===== config.mk =====
export PLATFORM = sky130hd
export DESIGN_NAME = dns_query_blocklist_filter
export DESIGN_NICKNAME = d
export VERILOG_FILES = /design/src/rtl/core/dqbf_pkg.sv /design/src/rtl/core/dns_query_blocklist_filter.sv /design/src/rtl/core/dqbf_apb_regs.sv /design/src/rtl/core/dqbf_in_reg.sv /design/src/rtl/core/dqbf_parser.sv
export SDC_FILE = /design/constraint.sdc
export NUM_CORES = 1
export LEC_CHECK = 0
export ABC_AREA = 1
export ABC_CLOCK_PERIOD_IN_PS = 9050
export BUFFER_PORTS_ARGS = -buffer_cell sky130_fd_sc_hd__buf_4
export CORE_MARGIN = 3
export CORE_UTILIZATION = 50
export CTS_CLUSTER_DIAMETER = 50
export DETAILED_ROUTE_END_ITERATION = 8
export HOLD_SLACK_MARGIN = 0.12
export PLACE_DENSITY = 0.71
export SYNTH_ARGS = -nofsm -noshare
export SYNTH_HDL_FRONTEND = slang
export SYNTH_SLANG_ARGS = --single-unit

===== constraint.sdc =====
create_clock -name clk -period 9.05 [get_ports clk]
set_input_delay 1.3575 -clock clk [delete_from_list [all_inputs] [get_ports clk]]
set_output_delay 1.3575 -clock clk [all_outputs]
set_load 0.01 [all_outputs]

===== src/rtl/core/dqbf_pkg.sv =====
package dqbf_pkg;

	localparam int MAX_NAME_LEN    = 256;
	localparam int PATTERN_COUNT   = 3;
	localparam int MAX_PATTERN_LEN = 16;

	localparam int NAME_POS_W = $clog2(MAX_NAME_LEN) + 1;
	localparam int SUM_W      = ((NAME_POS_W > 8) ? NAME_POS_W : 8) + 1;
	localparam int PAT_LEN_W  = $clog2(MAX_PATTERN_LEN + 1);
	localparam int MATCH_W    = 2;

	localparam int CFG_ADDR_W = 3;
	localparam logic REG_DNS_PORT = 1'b0;

	localparam logic [15:0] DNS_PORT_RESET = 16'd53;
	localparam logic [7:0]  IP_PROTO_UDP   = 8'd17;
	localparam logic [15:0] PROTO_OFFSET   = 16'd9;
	localparam logic [15:0] DPORT_HI_OFS   = 16'd2;
	localparam logic [15:0] DPORT_LO_OFS   = 16'd3;
	localparam logic [15:0] NAME_START_OFS = 16'd19;
	localparam logic [3:0]  MIN_IHL        = 4'd5;
	localparam logic [7:0]  LABEL_DOT      = 8'h2E;
	localparam logic [MATCH_W-1:0] NO_MATCH = 2'd3;

	localparam logic [MAX_PATTERN_LEN*8-1:0] PATTERN_TEXT [PATTERN_COUNT] = '{
		"blocked.com", "bad.domain", "evil.org"
	};
	localparam logic [PAT_LEN_W-1:0] PATTERN_LEN [PATTERN_COUNT] = '{
		PAT_LEN_W'(11), PAT_LEN_W'(10), PAT_LEN_W'(8)
	};

	typedef enum logic [4:0] {
		PH_HEADER = 5'b00001,
		PH_LEN    = 5'b00010,
		PH_LABEL  = 5'b00100,
		PH_DONE   = 5'b01000,
		PH_FAIL   = 5'b10000
	} phase_t;

	typedef struct packed {
		logic [7:0] data;
		logic       last;
	} item_t;

	typedef struct packed {
		logic               drop;
		logic               is_dns_query;
		logic               name_parsed;
		logic [MATCH_W-1:0] matched_entry;
		logic [7:0]         name_length;
	} result_t;

	// pattern strings are right-justified in the packed table
	function automatic logic [7:0] pattern_char(input int i, input int p);
		int idx;
		idx = int'(PATTERN_LEN[i]) - 1 - p;
		if (idx < 0)
			return 8'h00;
		return PATTERN_TEXT[i][idx*8 +: 8];
	endfunction

	function automatic logic [7:0] fold_case(input logic [7:0] c);
		if (c >= 8'h41 && c <= 8'h5A)
			return c + 8'h20;
		return c;
	endfunction

endpackage


===== src/rtl/core/dns_query_blocklist_filter.sv =====
// Channel   Direction  Handshake             Payload
// in        sink       in_valid / in_stall   packet_byte[7:0], last_byte
// out       source     out_valid / out_stall drop, is_dns_query, name_parsed,
//                                            matched_entry[1:0], name_length[7:0]
// cfg       APB slave  psel/penable/pready   paddr[2:0], pwdata, prdata (dns_port at 0)
//
// One item per cycle sustained unless a last byte waits on a stalled verdict.
// Each byte is registered, then one pass of compares and counter updates
// against the packet state forms the verdict, which the output register
// takes when the parser consumes the last byte from the input register.
// Reset clears the packet state and loads dns_port with 53.
// A stalled verdict holds in the output register; bytes that carry no verdict
// keep flowing, and only a last byte waits for the output register to free up.
module dns_query_blocklist_filter (
	input  logic                           clk,
	input  logic                           arst_n,
	// byte input
	input  logic                           in_valid,
	output logic                           in_stall,
	input  logic [7:0]                     packet_byte,
	input  logic                           last_byte,
	// verdict output
	output logic                           out_valid,
	input  logic                           out_stall,
	output logic                           drop,
	output logic                           is_dns_query,
	output logic                           name_parsed,
	output logic [1:0]                     matched_entry,
	output logic [7:0]                     name_length,
	// configuration
	input  logic                           psel,
	input  logic                           penable,
	input  logic                           pwrite,
	input  logic [dqbf_pkg::CFG_ADDR_W-1:0] paddr,
	input  logic [31:0]                    pwdata,
	output logic [31:0]                    prdata,
	output logic                           pready
);
	import dqbf_pkg::*;

	logic [15:0] dns_port;
	logic        valid_s1;
	item_t       item_s1;
	logic        consume;
	result_t     result_s2;

	// register file: destination port of DNS queries
	dqbf_apb_regs u_regs (
		.clk      (clk),
		.arst_n   (arst_n),
		.psel     (psel),
		.penable  (penable),
		.pwrite   (pwrite),
		.paddr    (paddr),
		.pwdata   (pwdata),
		.prdata   (prdata),
		.pready   (pready),
		.dns_port (dns_port)
	);

	// input register: hold one byte until the parser takes it
	dqbf_in_reg u_in (
		.clk         (clk),
		.arst_n      (arst_n),
		.in_valid    (in_valid),
		.in_stall    (in_stall),
		.packet_byte (packet_byte),
		.last_byte   (last_byte),
		.consume     (consume),
		.valid_s1    (valid_s1),
		.item_s1     (item_s1)
	);

	// header checks, label walk, prefix match and verdict register
	dqbf_parser u_parser (
		.clk       (clk),
		.arst_n    (arst_n),
		.dns_port  (dns_port),
		.valid_s1  (valid_s1),
		.item_s1   (item_s1),
		.consume   (consume),
		.out_stall (out_stall),
		.out_valid (out_valid),
		.result_s2 (result_s2)
	);

	assign drop          = result_s2.drop;
	assign is_dns_query  = result_s2.is_dns_query;
	assign name_parsed   = result_s2.name_parsed;
	assign matched_entry = result_s2.matched_entry;
	assign name_length   = result_s2.name_length;

endmodule


===== src/rtl/core/dqbf_apb_regs.sv =====
module dqbf_apb_regs (
	input  logic                           clk,
	input  logic                           arst_n,
	input  logic                           psel,
	input  logic                           penable,
	input  logic                           pwrite,
	input  logic [dqbf_pkg::CFG_ADDR_W-1:0] paddr,
	input  logic [31:0]                    pwdata,
	output logic [31:0]                    prdata,
	output logic                           pready,
	output logic [15:0]                    dns_port
);
	import dqbf_pkg::*;

	logic [15:0] dns_port_q;
	logic        wr_en;
	logic        reg_idx;

	assign reg_idx = paddr[CFG_ADDR_W-1];
	assign wr_en   = psel && penable && pwrite;
	assign pready  = 1'b1;
	assign dns_port = dns_port_q;

	always_ff @(posedge clk or negedge arst_n) begin
		if (!arst_n) begin
			dns_port_q <= DNS_PORT_RESET;
		end else if (wr_en && reg_idx == REG_DNS_PORT) begin
			dns_port_q <= pwdata[15:0];
		end
	end

	always_comb begin
		unique case (reg_idx)
			REG_DNS_PORT: prdata = {16'd0, dns_port_q};
			default:      prdata = 32'd0;
		endcase
	end

endmodule


===== src/rtl/core/dqbf_in_reg.sv =====
module dqbf_in_reg (
	input  logic            clk,
	input  logic            arst_n,
	input  logic            in_valid,
	output logic            in_stall,
	input  logic [7:0]      packet_byte,
	input  logic            last_byte,
	input  logic            consume,
	output logic            valid_s1,
	output dqbf_pkg::item_t item_s1
);
	import dqbf_pkg::*;

	logic accept;

	assign in_stall = valid_s1 && !consume;
	assign accept   = in_valid && !in_stall;

	always_ff @(posedge clk or negedge arst_n) begin
		if (!arst_n) begin
			valid_s1 <= 1'b0;
		end else if (accept) begin
			valid_s1 <= 1'b1;
		end else if (consume) begin
			valid_s1 <= 1'b0;
		end
	end

	always_ff @(posedge clk) begin
		if (accept) begin
			item_s1.data <= packet_byte;
			item_s1.last <= last_byte;
		end
	end

endmodule


===== src/rtl/core/dqbf_parser.sv =====
module dqbf_parser (
	input  logic              clk,
	input  logic              arst_n,
	input  logic [15:0]       dns_port,
	input  logic              valid_s1,
	input  dqbf_pkg::item_t   item_s1,
	output logic              consume,
	input  logic              out_stall,
	output logic              out_valid,
	output dqbf_pkg::result_t result_s2
);
	import dqbf_pkg::*;

	phase_t                    phase_q, phase_d;
	logic [15:0]               offset_q, offset_d;
	logic [5:0]                hdr_bytes_q, hdr_bytes_d;
	logic                      udp_seen_q, udp_seen_d;
	logic [7:0]                port_hi_q, port_hi_d;
	logic                      port_hit_q, port_hit_d;
	logic [7:0]                label_left_q, label_left_d;
	logic [NAME_POS_W-1:0]     name_pos_q, name_pos_d;
	logic [PATTERN_COUNT-1:0]  alive_q, alive_d;

	logic                      out_valid_q;
	logic                      out_free;
	logic [7:0]                b;
	logic [15:0]               hdr_ext;
	logic [3:0]                ihl;
	logic                      feed_en;
	logic [7:0]                feed_char;
	logic [SUM_W-1:0]          need_len;
	logic [SUM_W-1:0]          pos_ext;
	logic [PATTERN_COUNT-1:0]  kill;
	logic                      is_dns;
	logic                      parsed;
	logic [MATCH_W-1:0]        match;
	result_t                   res;

	assign b         = item_s1.data;
	assign out_free  = !out_valid_q || !out_stall;
	assign consume   = valid_s1 && (!item_s1.last || out_free);
	assign out_valid = out_valid_q;
	assign hdr_ext   = 16'(hdr_bytes_q);
	assign ihl       = (b[3:0] < MIN_IHL) ? MIN_IHL : b[3:0];
	assign need_len  = SUM_W'(name_pos_q) + SUM_W'(b) + SUM_W'(2);

	// next packet state for the item in the input register
	always_comb begin
		phase_d      = phase_q;
		hdr_bytes_d  = hdr_bytes_q;
		udp_seen_d   = udp_seen_q;
		port_hi_d    = port_hi_q;
		port_hit_d   = port_hit_q;
		label_left_d = label_left_q;
		feed_en      = 1'b0;
		feed_char    = b;
		unique case (phase_q)
			PH_HEADER: begin
				if (offset_q == 16'd0)
					hdr_bytes_d = {ihl, 2'b00};
				if (offset_q == PROTO_OFFSET)
					udp_seen_d = (b == IP_PROTO_UDP);
				if (offset_q == hdr_ext + DPORT_HI_OFS)
					port_hi_d = b;
				if (offset_q == hdr_ext + DPORT_LO_OFS)
					port_hit_d = ({port_hi_q, b} == dns_port);
				if (offset_q == hdr_ext + NAME_START_OFS)
					phase_d = PH_LEN;
			end
			PH_LEN: begin
				if (b == 8'd0) begin
					phase_d = PH_DONE;
				end else if (item_s1.last || need_len > SUM_W'(MAX_NAME_LEN)) begin
					phase_d = PH_FAIL;
				end else begin
					feed_en      = (name_pos_q != '0);
					feed_char    = LABEL_DOT;
					label_left_d = b;
					phase_d      = PH_LABEL;
				end
			end
			PH_LABEL: begin
				if (item_s1.last) begin
					phase_d = PH_FAIL;
				end else begin
					feed_en      = 1'b1;
					label_left_d = label_left_q - 8'd1;
					if (label_left_q == 8'd1)
						phase_d = PH_LEN;
				end
			end
			PH_DONE, PH_FAIL: begin
				phase_d = phase_q;
			end
			default: begin
				phase_d = PH_FAIL;
			end
		endcase

		offset_d = (offset_q != 16'hFFFF) ? offset_q + 16'd1 : offset_q;
	end

	// prefix compare of one name character against every pattern
	always_comb begin
		pos_ext = SUM_W'(name_pos_q);
		for (int i = 0; i < PATTERN_COUNT; i++) begin
			kill[i] = feed_en
				&& pos_ext < SUM_W'(PATTERN_LEN[i])
				&& pos_ext < SUM_W'(MAX_PATTERN_LEN)
				&& fold_case(feed_char) != pattern_char(i, int'(name_pos_q));
		end
		alive_d = alive_q & ~kill;
		if (feed_en && name_pos_q != '1)
			name_pos_d = name_pos_q + NAME_POS_W'(1);
		else
			name_pos_d = name_pos_q;
	end

	// verdict from the state after this item
	always_comb begin
		is_dns = udp_seen_d && port_hit_d && phase_d != PH_HEADER;
		parsed = is_dns && (phase_d == PH_LEN || phase_d == PH_DONE);
		match  = NO_MATCH;
		if (parsed) begin
			for (int i = PATTERN_COUNT - 1; i >= 0; i--) begin
				if (alive_d[i] && SUM_W'(name_pos_d) >= SUM_W'(PATTERN_LEN[i]))
					match = MATCH_W'(i);
			end
		end
		res.drop          = (match != NO_MATCH);
		res.is_dns_query  = is_dns;
		res.name_parsed   = parsed;
		res.matched_entry = match;
		res.name_length   = parsed ? 8'(SUM_W'(name_pos_d)) : 8'd0;
	end

	always_ff @(posedge clk or negedge arst_n) begin
		if (!arst_n) begin
			phase_q      <= PH_HEADER;
			offset_q     <= 16'd0;
			hdr_bytes_q  <= 6'd0;
			udp_seen_q   <= 1'b0;
			port_hi_q    <= 8'd0;
			port_hit_q   <= 1'b0;
			label_left_q <= 8'd0;
			name_pos_q   <= '0;
			alive_q      <= '1;
		end else if (consume) begin
			if (item_s1.last) begin
				phase_q      <= PH_HEADER;
				offset_q     <= 16'd0;
				hdr_bytes_q  <= 6'd0;
				udp_seen_q   <= 1'b0;
				port_hi_q    <= 8'd0;
				port_hit_q   <= 1'b0;
				label_left_q <= 8'd0;
				name_pos_q   <= '0;
				alive_q      <= '1;
			end else begin
				phase_q      <= phase_d;
				offset_q     <= offset_d;
				hdr_bytes_q  <= hdr_bytes_d;
				udp_seen_q   <= udp_seen_d;
				port_hi_q    <= port_hi_d;
				port_hit_q   <= port_hit_d;
				label_left_q <= label_left_d;
				name_pos_q   <= name_pos_d;
				alive_q      <= alive_d;
			end
		end
	end

	always_ff @(posedge clk or negedge arst_n) begin
		if (!arst_n) begin
			out_valid_q <= 1'b0;
		end else if (consume && item_s1.last) begin
			out_valid_q <= 1'b1;
		end else if (!out_stall) begin
			out_valid_q <= 1'b0;
		end
	end

	always_ff @(posedge clk) begin
		if (consume && item_s1.last)
			result_s2 <= res;
	end

endmodule


Word level (Yosys, flattened, before mapping) --
Cells that the tools add are included.
Word-level totals: bits in registers 97, input bits 51
Cells by class: add/subtract/negate cells 12, magnitude comparators 14, eq/ne operators 24, shift-type cells 3, multiplexer cells 57, bitwise logic cells 3, reductions and logical operators 47
Operators by type and width (number):
- 128-bit by 32-bit indexed part select with 8-bit output, first input constant | 3
- 8-bit 2-to-1 mux | 17
- 32-bit by 1-bit less-than comparator with 1-bit output, second input constant | 3
- 16-bit == test | 4
- 16-bit 2-to-1 mux | 3
- 5-bit 2-to-1 mux | 6
- 9-bit by 4-bit greater-or-equal comparator with 1-bit output, second input constant | 3
- 9-bit by 4-bit less-than comparator with 1-bit output, second input constant | 3
- 1-bit logical AND | 24
- 8-bit inequality test | 3
- 5-bit case mux with 4 select lines | 1
- 4-bit by 9-bit subtractor with 10-bit output, first input constant | 2
- 1-bit 2-to-1 mux | 18
- 6-bit 2-to-1 mux | 3
- 9-bit 2-to-1 mux | 2
- 16-bit by 1-bit adder with 16-bit output, second input constant | 1
- 16-bit by 4-bit == test with 1-bit output, second input constant | 1
- 16-bit logical NOT | 1
- 16-bit inequality test, second input constant | 1
- 8-bit case mux with 2 select lines | 1
- 6-bit by 2-bit adder with 7-bit output, second input constant | 2
- 10-bit by 2-bit adder with 10-bit output, second input constant | 1
- 9-bit by 8-bit adder with 10-bit output | 1
- 5-bit by 2-bit == test with 1-bit output, second input constant | 2
- 38 further kinds | 54

Longest topological paths before layout --
Gate-level depths: netlist (run 1).
depth in word-level cells 21, depth in mapped cells 30

Modules after synthesis --
Synthesis (run 1) repeated with hierarchy kept, for this count alone.
Second synthesis, totals: cell total of the unflattened synthesis 928, area, all modules 6896.6 sq um
Modules (own cells, without submodules):
- dqbf_parser | instances 1, cells each 787, area an instance 5625.4 sq um
- dqbf_apb_regs | instances 1, cells each 125, area an instance 943.4 sq um
- dqbf_in_reg | instances 1, cells each 16, area an instance 327.8 sq um

Worst setup path after synthesis (run 1) --
OpenSTA, ideal clock, no wires.
kind reg2reg, start reg u_parser.name_pos_q[1], end reg, netlist name u_parser.result_s2[8], library setup time 262 ps, arrival time 3389 ps, data required time 8788 ps, setup slack 5399 ps, stages on the path, launching flop included 29, path buffers 0, cell sequence dfrtp_1 inv_1 ha_1 inv_1 ha_1 fa_1 nand2_1 nand2_2 nand3_2 nand2_1 nand2_2 nand2_1 nand3_2 nand2_4 nand2_4 nand2_2 a21oi_4 ha_1 inv_1 nand3_2 nand2_2 nand2_1 nand2_1 nand2_1 nand2_1 nand2_1 nand3b_1 nand2_1 nand2_1
On the way: longest elaborated chain between the ends 20, elaborated cells on any way between the ends 74
Ends and longest elaborated chain:
- start: declaration | line dqbf_parser.sv:21 | logic [NAME_POS_W-1:0] name_pos_q, name_pos_d;
- start signal: assignment | line dqbf_parser.sv:167 | name_pos_q <= name_pos_d;
- 9-bit by 8-bit adder with 10-bit output | line dqbf_parser.sv:45 | assign need_len = SUM_W'(name_pos_q) + SUM_W'(b) + SUM_W'(2);
- 10-bit by 2-bit adder with 10-bit output | line dqbf_parser.sv:45
- 10-bit by 9-bit greater-than comparator with 1-bit output | line dqbf_parser.sv:73 | end else if (item_s1.last || need_len > SUM_W'(MAX_NAME_LEN)) begin
- 1-bit logical OR | line dqbf_parser.sv:73
- 8-bit 2-to-1 mux | line dqbf_parser.sv:73
- 8-bit 2-to-1 mux | line dqbf_parser.sv:71 | if (b == 8'd0) begin
- 8-bit 2-to-1 mux | line dqbf_parser.sv:57 | unique case (phase_q)
- 8-bit by 7-bit greater-or-equal comparator with 1-bit output / 8-bit by 7-bit less-or-equal comparator with 1-bit output (equally long branches) | line dqbf_pkg.sv:63 | if (c >= 8'h41 && c <= 8'h5A)
- (+4 left out)
- 1-bit logical AND | line dqbf_parser.sv:110 | && fold_case(feed_char) != pattern_char(i, int'(name_pos_q));
- 3-bit inverter | line dqbf_parser.sv:112 | alive_d = alive_q & ~kill;
- 3-bit bitwise AND | line dqbf_parser.sv:112
- 1-bit logical AND | line dqbf_parser.sv:126 | if (alive_d[i] && SUM_W'(name_pos_d) >= SUM_W'(PATTERN_LEN[i]))
- 1-bit 2-to-1 mux | line dqbf_parser.sv:126
- 2-bit 2-to-1 mux (2 in series) | line dqbf_parser.sv:126
- 2-bit 2-to-1 mux (*) | line dqbf_parser.sv:124 | if (parsed) begin
- via u_parser.match[0] | line dqbf_parser.sv:36 | logic [MATCH_W-1:0] match;
The timed path passes the listed nets; every way through them passes the cells marked *. The select of a mux whose other input is x is not followed. A chain may end at the register's enable or synchronous reset.

Final worst setup path (run 1) --
start reg u_parser.name_pos_q[1], end reg, netlist name u_parser.result_s2[8]
On the way: longest elaborated chain between the ends 20, elaborated cells on any way between the ends 74
Ends and longest elaborated chain (line):
- 9-bit by 8-bit adder with 10-bit output | dqbf_parser.sv:45
- 10-bit by 2-bit adder with 10-bit output | dqbf_parser.sv:45
- 10-bit by 9-bit greater-than comparator with 1-bit output | dqbf_parser.sv:73
- 1-bit logical OR | dqbf_parser.sv:73
- 8-bit 2-to-1 mux | dqbf_parser.sv:73
- 8-bit 2-to-1 mux | dqbf_parser.sv:71
- 8-bit 2-to-1 mux | dqbf_parser.sv:57
- 8-bit by 7-bit greater-or-equal comparator with 1-bit output / 8-bit by 7-bit less-or-equal comparator with 1-bit output (equally long branches) | dqbf_pkg.sv:63
- (+4 left out)
- 1-bit logical AND | dqbf_parser.sv:110
- 3-bit inverter | dqbf_parser.sv:112
- 3-bit bitwise AND | dqbf_parser.sv:112
- 1-bit logical AND | dqbf_parser.sv:126
- 1-bit 2-to-1 mux | dqbf_parser.sv:126
- 2-bit 2-to-1 mux (2 in series) | dqbf_parser.sv:126
- 2-bit 2-to-1 mux (*) | dqbf_parser.sv:124
- via u_parser.match[0] | dqbf_parser.sv:36
Marks and branches as above.

==> results.toml, run 1 <==
[synth]
synth_edf_count = 22
synthTopCellsByCount = "nand2_1, inv_1, nor2_1, dfrtp_1, a21oi_1"
synth_top_area_share_pct = 23.8
syn_area_um2 = 6830
ys_seq_elements = 95
netlist_top_cells_area = "dfrtp_1, edfxtp_1, nand2_1"
synth-main-ff-cell = "dfrtp_1"
postSynthCellCount = 917
synth_seq_area_share_pct = 36.6
ys_types = 57
ys_warn_count = 0
synth.most_common_cell = "nand2_1"
synthArstFlopShare_pct = 76.8
yosysTopAreaCell = "dfrtp_1"
avgSynthCellArea_um2 = 7.45

[layout]
stdcell_count = 1152
syn_to_final_growth_pct = 12.4
drive_above_1_share_pct = 13.9
final_area_um2 = 7670
fin_nets = 1057
final_util_pct = 57.7
n_antenna_cell = 0

[placed_design]
dpl_cell_area_um2 = 7380
io_buffers = 63
dp_hpwl_mm = 12.1
place_congestion = 0.889
placedCellCount = 1136

[pwr]
peakVddDrop_mv = 0.143
finalPower_mw = 1.15
power.leakage_nw = 3.74
power.density_nw_per_um2 = 150

[sta]
final-setup-viol-count = 0
rsz0062_at_grt = "false"
post-route-period-util_pct = 48.9
hold_viol = 0
slew_viol_final = 0
fin_skew_ps = 7.10
tightestPinTransition_ps = 1120
slew_headroom_pct = 25.4
setup_tns_ps = 0
max_freq_mhz = 226
period_needed_ps = 4420

[min_path]
hold_path.class = "register to register"

[floorplan]
die-area_um2 = 15100
placementRows = 42
initial_core_util_pct = 51.4
die_height_um = 123
boundaryPins = 99
die_x_um = 123
core_um2 = 13300

[drt]
ant_nets = 0
dr.pass1.iters = 5
vias = 6016
wl_per_cell_um = 14.0
vias_per_cell = 5.22
wirelength_mm = 16.1
drt-initial-drc-count = 453
drc = 0

[worst_setup_path]
cp-end-kind = "register"
critPathKind = "register to register"
crit_path_start_kind = "register"
critPathMaxFanout = 12
critical_path_arrival_ps = 4520
cp.required_ps = 9140

[global_route]
grt_pass1_wl_mm = 26.5
antenna_found_initial = 0
grt_util_all_layers_pct = 22.1
grt_max_degree = 74
grt_overflow = 0
grt_pass1_vias = 5506

[clocking]
cts.sinks = 95
cts_tree = "done"
worstSkewPairLatency_ps = 350
cts_hold_buf = 0
cts_buffer_depth = 2
root_buffer = "clkbuf_16"
h-tree-depth = 3
postCtsSetupBuffers = 0
cts.clk_slew.worst_paths_ps = 70
numCtsBuffers = 9
cts_resized = 0

[flow_run]
cap_violations = 0

[status]
outcome = "finished, final reports clean"
-- critical path, cell delays in order (launching register included) --
cell and delay [ps]:
dfrtp_1 550, inv_1 250, ha_1 330, inv_1 40, ha_1 220, fa_1 410
nand2_1 90, nand2_2 70, nand3_2 70, nand2_1 60, nand2_2 80, nand2_2 70
a21oi_4 210, nand4_1 130, nand2_1 130, nand2_2 190, nor2_1 170, xor2_1 380
o21ai_1 160, nor3_2 170, nand2_1 100, nand3_2 110, nand3b_1 80, nand2_1 60
nand2_1 40
-- per-stage QoR --
stage,setup slack (ps),hold WS [ps]
CTS,4640,485
detailed placement,4460,472
global route,4240,503
finish,4630,495
floorplan,5400,452
global placement,4550,464
-- power by group --
part | switching, mW | total (mW) | internal (mW)
sequential | 0.0407 | 0.527 | 0.486
combinational | 0.142 | 0.239 | 0.0971
clock | 0.168 | 0.385 | 0.216
-- cell type report --
cell class	instances	area [um2]
sequential	95	2500
timing repair buffer	64	480
clock buffer	10	229
fill	1248	5620
inverter	134	503
clock inverter	6	68.8
tap	176	220
multi-input combinational	667	3670
-- metal layers --
metal	global-route usage, %	wire length, um	vias to the layer above
met3	4.06	742	27
met5	0	0	-
li1	-	-	3071
met1	31.4	7790	2769
met4	6.79	312	0
met2	34.2	7280	149
-- final timing paths --
path | startpoint | endpoint | slack, ps | depth (start not counted)
max reg2reg | u_parser.name_pos_q[1]$_DFFE_PN0P_ | u_parser.result_s2[8]$_DFFE_PP_ | 4630 | 24
max | u_parser.name_pos_q[1]$_DFFE_PN0P_ | u_parser.result_s2[8]$_DFFE_PP_ | 4630 | 24
min in group asynchronous | arst_n | u_parser.offset_q[9]$_DFFE_PN0P_ | 1150 | 1
min reg2reg | u_parser.alive_q[0]$_DFFE_PN1P_ | u_parser.alive_q[0]$_DFFE_PN1P_ | 490 | 2
min | u_parser.alive_q[0]$_DFFE_PN1P_ | u_parser.alive_q[0]$_DFFE_PN1P_ | 490 | 2
max in group asynchronous | arst_n | u_regs.dns_port[7]$_DFFE_PN0P_ | 7290 | 1
-- cell usage in the layout (no fill, tap or decap), drive strengths merged, types with 17 or more instances in the layout --
master,netlist,final
a21oi,57,57
buf,20,64
conb,2,17
dfrtp,65,65
edfxtp,22,22
ha,34,34
inv,130,132
nand2,187,187
nand3,50,50
nand4,17,17
nor2,124,124
nor3,23,23
o21ai,56,56
xnor2,19,19
xor2,20,20
-- cell families after synthesis --
kind of cell	count (synthesis)	share of synthesized area (%)
simple gates	423	27.9
buf+inv	170	10.4
compound gates	152	13.2
flops	95	36.6
xor+xnor	39	5.11
fa+ha+maj	35	6.52
other cells	2	0.110
mux	1	0.147
-- state kept, by name, indices dropped and copies added (netlist names), 4 cells and up --
name / cells
u_in.item_s1: 9
u_parser.hdr_bytes_q: 4
u_parser.label_left_q: 8
u_parser.name_pos_q: 9
u_parser.offset_q: 16
u_parser.phase_q: 5
u_parser.port_hi_q: 8
u_parser.result_s2: 13
u_regs.dns_port: 16
No activity file was read; power rests on OpenSTA's default activity.
==> run 2: changes to the inputs <==
Settings changed: ABC_CLOCK_PERIOD_IN_PS 9050 to 4500.
Clock period 9.05 ns to 4.5 ns, I/O delays scaled along.
==> results.toml, run 2 (synthesis results as in run 1) <==
[sta]
period_needed_ps = 4000
finalWorstSetupSlack_ps = 495
hold_viol = 0
rsz0062_at_grt = "false"
slew_headroom_pct = 37.4
slew_viol_final = 0
setup_tns_ps = 0
post-route-period-util_pct = 89.0
max_freq_mhz = 250
tightestPinTransition_ps = 939
final-setup-viol-count = 0
fin_skew_ps = 9.41

[global_route]
grt_max_degree = 74
grt_busiest_layer = "met2"
gr-usage-met2_pct = 35.4
antenna_found_initial = 0
grt_util_all_layers_pct = 22.4
grt_pass1_vias = 5571
grt_pass1_wl_mm = 26.9
use_met3_pct = 4.52
grt_util_met1_pct = 31.7
grt_overflow = 0

[flow_run]
cap_violations = 0

[clocking]
worstSkewPairLatency_ps = 350
postCtsSetupBuffers = 0
cts_resized = 0
cts_buffer_depth = 2
cts.clk_slew.worst_paths_ps = 70
h-tree-depth = 3
cts_tree = "done"
numCtsBuffers = 9
root_buffer = "clkbuf_16"
cts.sinks = 95
cts_hold_buf = 0

[floorplan]
die_height_um = 123
die-area_um2 = 15100
initial_core_util_pct = 51.4
boundaryPins = 99
die_x_um = 123
placementRows = 42
core_um2 = 13300

[layout]
syn_to_final_growth_pct = 14.0
n_antenna_cell = 0
fin_nets = 1067
stdcell_count = 1162
final_common_cell = "nand2_1"
final_cell_mix = "nand2_1, inv_1, nor2_1, buf_4, dfrtp_1"
drive_above_1_share_pct = 14.8

[worst_setup_path]
crit_path_start_kind = "register"
critical_path_arrival_ps = 4100
critPathMaxFanout = 12
slowest_stage = "edfxtp_1"
cp.required_ps = 4590
critPathKind = "register to register"
slowest_delay_ps = 430
path_common_cell = "nand2_1"
cp-end-kind = "register"

[drt]
wirelength_mm = 16.1
ant_nets = 0
vias = 6050
dr.pass1.iters = 5
vias_per_cell = 5.21
drc = 0
drt-initial-drc-count = 486
wl_per_cell_um = 13.8

[placed_design]
dp_hpwl_mm = 12.2
io_buffers = 63
place_congestion = 0.893
placedCellCount = 1146
dpl_worst_slack_ps = 541

[pwr]
power.leakage_nw = 3.81
power.density_nw_per_um2 = 307
peakVddDrop_mv = 0.253

[status]
outcome = "finished, final reports clean"

[min_path]
hold_path.class = "input port to async pin"
==> run 2: cell types whose count changed in the layout (fill, tap and decap cells not counted), sizes merged <==
cell / change
inv: -1
bufinv: +1
clkinv: -1
buf: +10
clkbuf: +2
clkinvlp: -1
==> run 2: through the flow <==
step | area (um2) | hold slack [ps] | power (mW) | utilization, %
finish | 7780 | 469 | 2.39 | 58.6
floorplan | 6890 | 379 | 1.40 | -
global route | 7780 | 485 | 2.52 | 58.6
CTS | 7780 | 478 | 2.40 | 58.6
detailed placement | 7450 | 471 | 1.56 | 56.0
global placement | 7450 | 464 | 1.54 | 56.0
==> run 2: layout make-up <==
type | count | area [um2]
Fill cell | 1242 | 5510
Sequential cell | 95 | 2500
Multi-Input combinational cell | 667 | 3670
Timing Repair Buffer | 74 | 556
Clock inverter | 4 | 77.6
Clock buffer | 12 | 256
Inverter | 134 | 503
Tap cell | 176 | 220
==> run 2: per-layer routing <==
metal  up-vias  routed length (um)
li1       3089                   -
met1      2804                7790
met2       140                7260
met3        17                 816
met4         0                 205
met5         -                   0
==> run 2: final timing paths <==
kind / from / endpoint / slack [ps] / depth (start not counted)
worst min register to register: u_parser.alive_q[1]$_DFFE_PN1P_ / u_parser.alive_q[1]$_DFFE_PN1P_ / 480 / 2
min in group clk: u_parser.alive_q[1]$_DFFE_PN1P_ / u_parser.alive_q[1]$_DFFE_PN1P_ / 480 / 2
max in group asynchronous: arst_n / u_parser.label_left_q[7]$_DFFE_PN0P_ / 3430 / 1
worst max-delay path: u_in.item_s1[2]$_DFFE_PP_ / u_parser.result_s2[8]$_DFFE_PP_ / 500 / 27
worst min-delay path: arst_n / u_parser.offset_q[9]$_DFFE_PN0P_ / 470 / 1
worst max register to register: u_in.item_s1[2]$_DFFE_PP_ / u_parser.result_s2[8]$_DFFE_PP_ / 500 / 27
==> run 2: where the power goes <==
part / internal [mW] / switching [mW]
clock: 0.520 / 0.326
sequential: 0.978 / 0.0780
combinational: 0.199 / 0.289
total: 1.70 / 0.693
==> run 2: worst max-delay path: cells and delay by family, from the launching register on <==
kind,cells,cell delay [ps]
buffers and inverters,4,420
AOI/OAI and AO/OA,1,220
and+or+nand+nor,19,1770
adders and majority gates,3,910
DFF,1,430
==> run 3: changes to the inputs <==
Settings changed: ABC_AREA 1 to unset, ABC_CLOCK_PERIOD_IN_PS 4500 to 4600.
Clock period 4.5 ns to 4.6 ns, I/O delays scaled along.
==> results.toml, run 3 <==
[clocking]
cts_tree = "done"
cts_buffer_depth = 2
cts.sinks = 95
worstSkewPairLatency_ps = 350
numCtsBuffers = 9
root_buffer = "clkbuf_16"
h-tree-depth = 3
cts.clk_slew.worst_paths_ps = 70

[pwr]
peakVddDrop_mv = 0.175
power.leakage_nw = 3.64
seq_power_share_pct = 39.2
p_sw_share_pct = 34.2
power.density_nw_per_um2 = 313
internal_power_mw = 1.74
pwr-share-comb_pct = 32.5
power.switching_mw = 0.904
p_clk_share_pct = 28.2

[drt]
vias = 6643
wl_per_cell_um = 18.6
drt-initial-drc-count = 693
ant_nets = 0
drc = 0
wirelength_mm = 20.1
vias_per_cell = 6.14
dr.pass1.iters = 5

[floorplan]
placementRows = 42
initial_core_util_pct = 52.2
core_um2 = 13600
boundaryPins = 99
die_height_um = 125
die_x_um = 125
die-area_um2 = 15600

[placed_design]
placedCellCount = 1057
dp_hpwl_mm = 14.6
dpl_worst_slack_ps = -112
io_buffers = 63
place_congestion = 0.934

[worst_setup_path]
critPathMaxFanout = 4
critPathKind = "register to register"
cp.required_ps = 4680
critical_path_arrival_ps = 4620
rr_worst_depth = 16
cp-end-kind = "register"
crit_path_start_kind = "register"

[flow_run]
cap_violations = 0

[global_route]
grt_util_all_layers_pct = 24.7
grt_pass1_vias = 6230
grt_max_degree = 74
grt_overflow = 0
grt_pass1_wl_mm = 31.7
antenna_found_initial = 0

[synth]
syn_area_um2 = 7080
synthArstFlopShare_pct = 76.8
synth-main-ff-cell = "dfrtp_1"
avgSynthCellArea_um2 = 8.73
ys_warn_count = 0
synth_edf_count = 22
ys_seq_elements = 95
synthTopCellsByCount = "dfrtp_1, nor2_1, nand2_1, o21ai_0, clkbuf_1"
yosysTopAreaCell = "dfrtp_1"
synth_top_area_share_pct = 23.0
synth_seq_area_share_pct = 35.3
netlist_top_cells_area = "dfrtp_1, edfxtp_1, ha_1"
ys_types = 75
postSynthCellCount = 811

[sta]
whs_ps = 478
setup_tns_ps = 0
rsz0062_at_grt = "true"
tightestPinTransition_ps = 959
max_freq_mhz = 220
slew_viol_final = 0
slew_headroom_pct = 36.1
final-setup-viol-count = 0
hold_viol = 0
fin_skew_ps = 7.18
post-route-period-util_pct = 98.7
finalWorstSetupSlack_ps = 61.0
period_needed_ps = 4540

[layout]
stdcell_count = 1082
final_common_cell = "buf_4"
regArea_um2 = 2500
final_util_pct = 62.4
syn_to_final_growth_pct = 19.6
drive_above_1_share_pct = 23.7
n_antenna_cell = 0
final_cell_mix = "buf_4, nor2_1, dfrtp_1, nand2_1, o21ai_0"
fillers = 1149
fin_nets = 987
multi_input_area_um2 = 4380

[status]
outcome = "finished, final reports clean"

[min_path]
hold_path.class = "input port to async pin"
-- run 3: critical path, stage by stage, from the launching register on --
cell and delay, ps:
edfxtp_1 450, ha_4 280, ha_1 280, a21o_2 210, and4_4 190, or3_4 360
a2111o_1 440, o211ai_1 240, inv_2 90, ha_4 240, or3_4 380, nand2_4 80
or3_1 110, o2111ai_2 100, or4_4 500, a211oi_4 240, a31oi_1 60
-- run 3: power groups by stage --
| stage | Combinational [mW] | Sequential (mW) | Clock (mW) |
|---|---|---|---|
| 5_1_grt | 0.949 | 1.05 | 0.795 |
| 4_1_cts | 0.827 | 1.04 | 0.758 |
| 6_report | 0.861 | 1.04 | 0.747 |
| 2_1_floorplan | 0.572 | 1.03 | 0 |
| 3_5_place_dp | 0.813 | 1.05 | 0 |
| 3_3_place_gp | 0.794 | 1.05 | 0 |
-- run 3: timing repair --
item / in CTS / in global routing
endpoints found under the setup margin: 3 / 4
hold buffers: 0 / 0
setup buffers: 6 / 3
resized for setup: 5 / 22
pin swaps: 2 / 10
-- run 3: worst paths after layout --
| path | startpoint | end | slack, ps |
|---|---|---|---|
| max | u_in.item_s1[3]$_DFFE_PP_ | u_parser.result_s2[9]$_DFFE_PP_ | 60 |
| min | arst_n | u_in.valid_s1$_DFFE_PN0P_ | 480 |
| max reg2reg | u_in.item_s1[3]$_DFFE_PP_ | u_parser.result_s2[9]$_DFFE_PP_ | 60 |
| min reg2reg | u_parser.alive_q[0]$_DFFE_PN1P_ | u_parser.alive_q[0]$_DFFE_PN1P_ | 480 |
| max in group asynchronous | arst_n | u_parser.name_pos_q[1]$_DFFE_PN0P_ | 3430 |
| min in group clk | u_parser.alive_q[0]$_DFFE_PN1P_ | u_parser.alive_q[0]$_DFFE_PN1P_ | 480 |
-- run 3: per-stage QoR --
step                instance area (um2)  power, mW
CTS                                8310       2.62
detailed placement                 7940       1.86
global route                       8460       2.79
floorplan                          7170       1.60
global placement                   7940       1.84
finish                             8460       2.65
-- run 3: layer usage --
layer  GRT usage (%)  wire, um  vias to the layer above
met5               0         0                        -
li1                -         -                     3110
met4            8.35       671                        0
met2            38.6      9030                      342
met3            4.95      1650                       63
met1            34.3      8720                     3128
-- run 3: logic make-up after synthesis --
| group | Yosys count | share of synthesized area [%] |
|---|---|---|
| AND/OR/NAND/NOR | 308 | 22.7 |
| AO/OA/AOI/OAI | 201 | 19.1 |
| flip-flops | 95 | 35.3 |
| buffers and inverters | 92 | 6.19 |
| XOR/XNOR | 55 | 6.80 |
| adder cells (fa/ha/maj) | 35 | 6.29 |
| multiplexers | 23 | 3.53 |
| other | 2 | 0.106 |
-- run 3: final cells by class --
cell class,count,area share [%]
Inverter,29,1.29
Clock buffer,10,2.96
Multi-Input combinational cell,639,51.7
Clock inverter,6,0.591
Sequential cell,95,29.5
Timing Repair Buffer,127,11.3
Tap cell,176,2.60
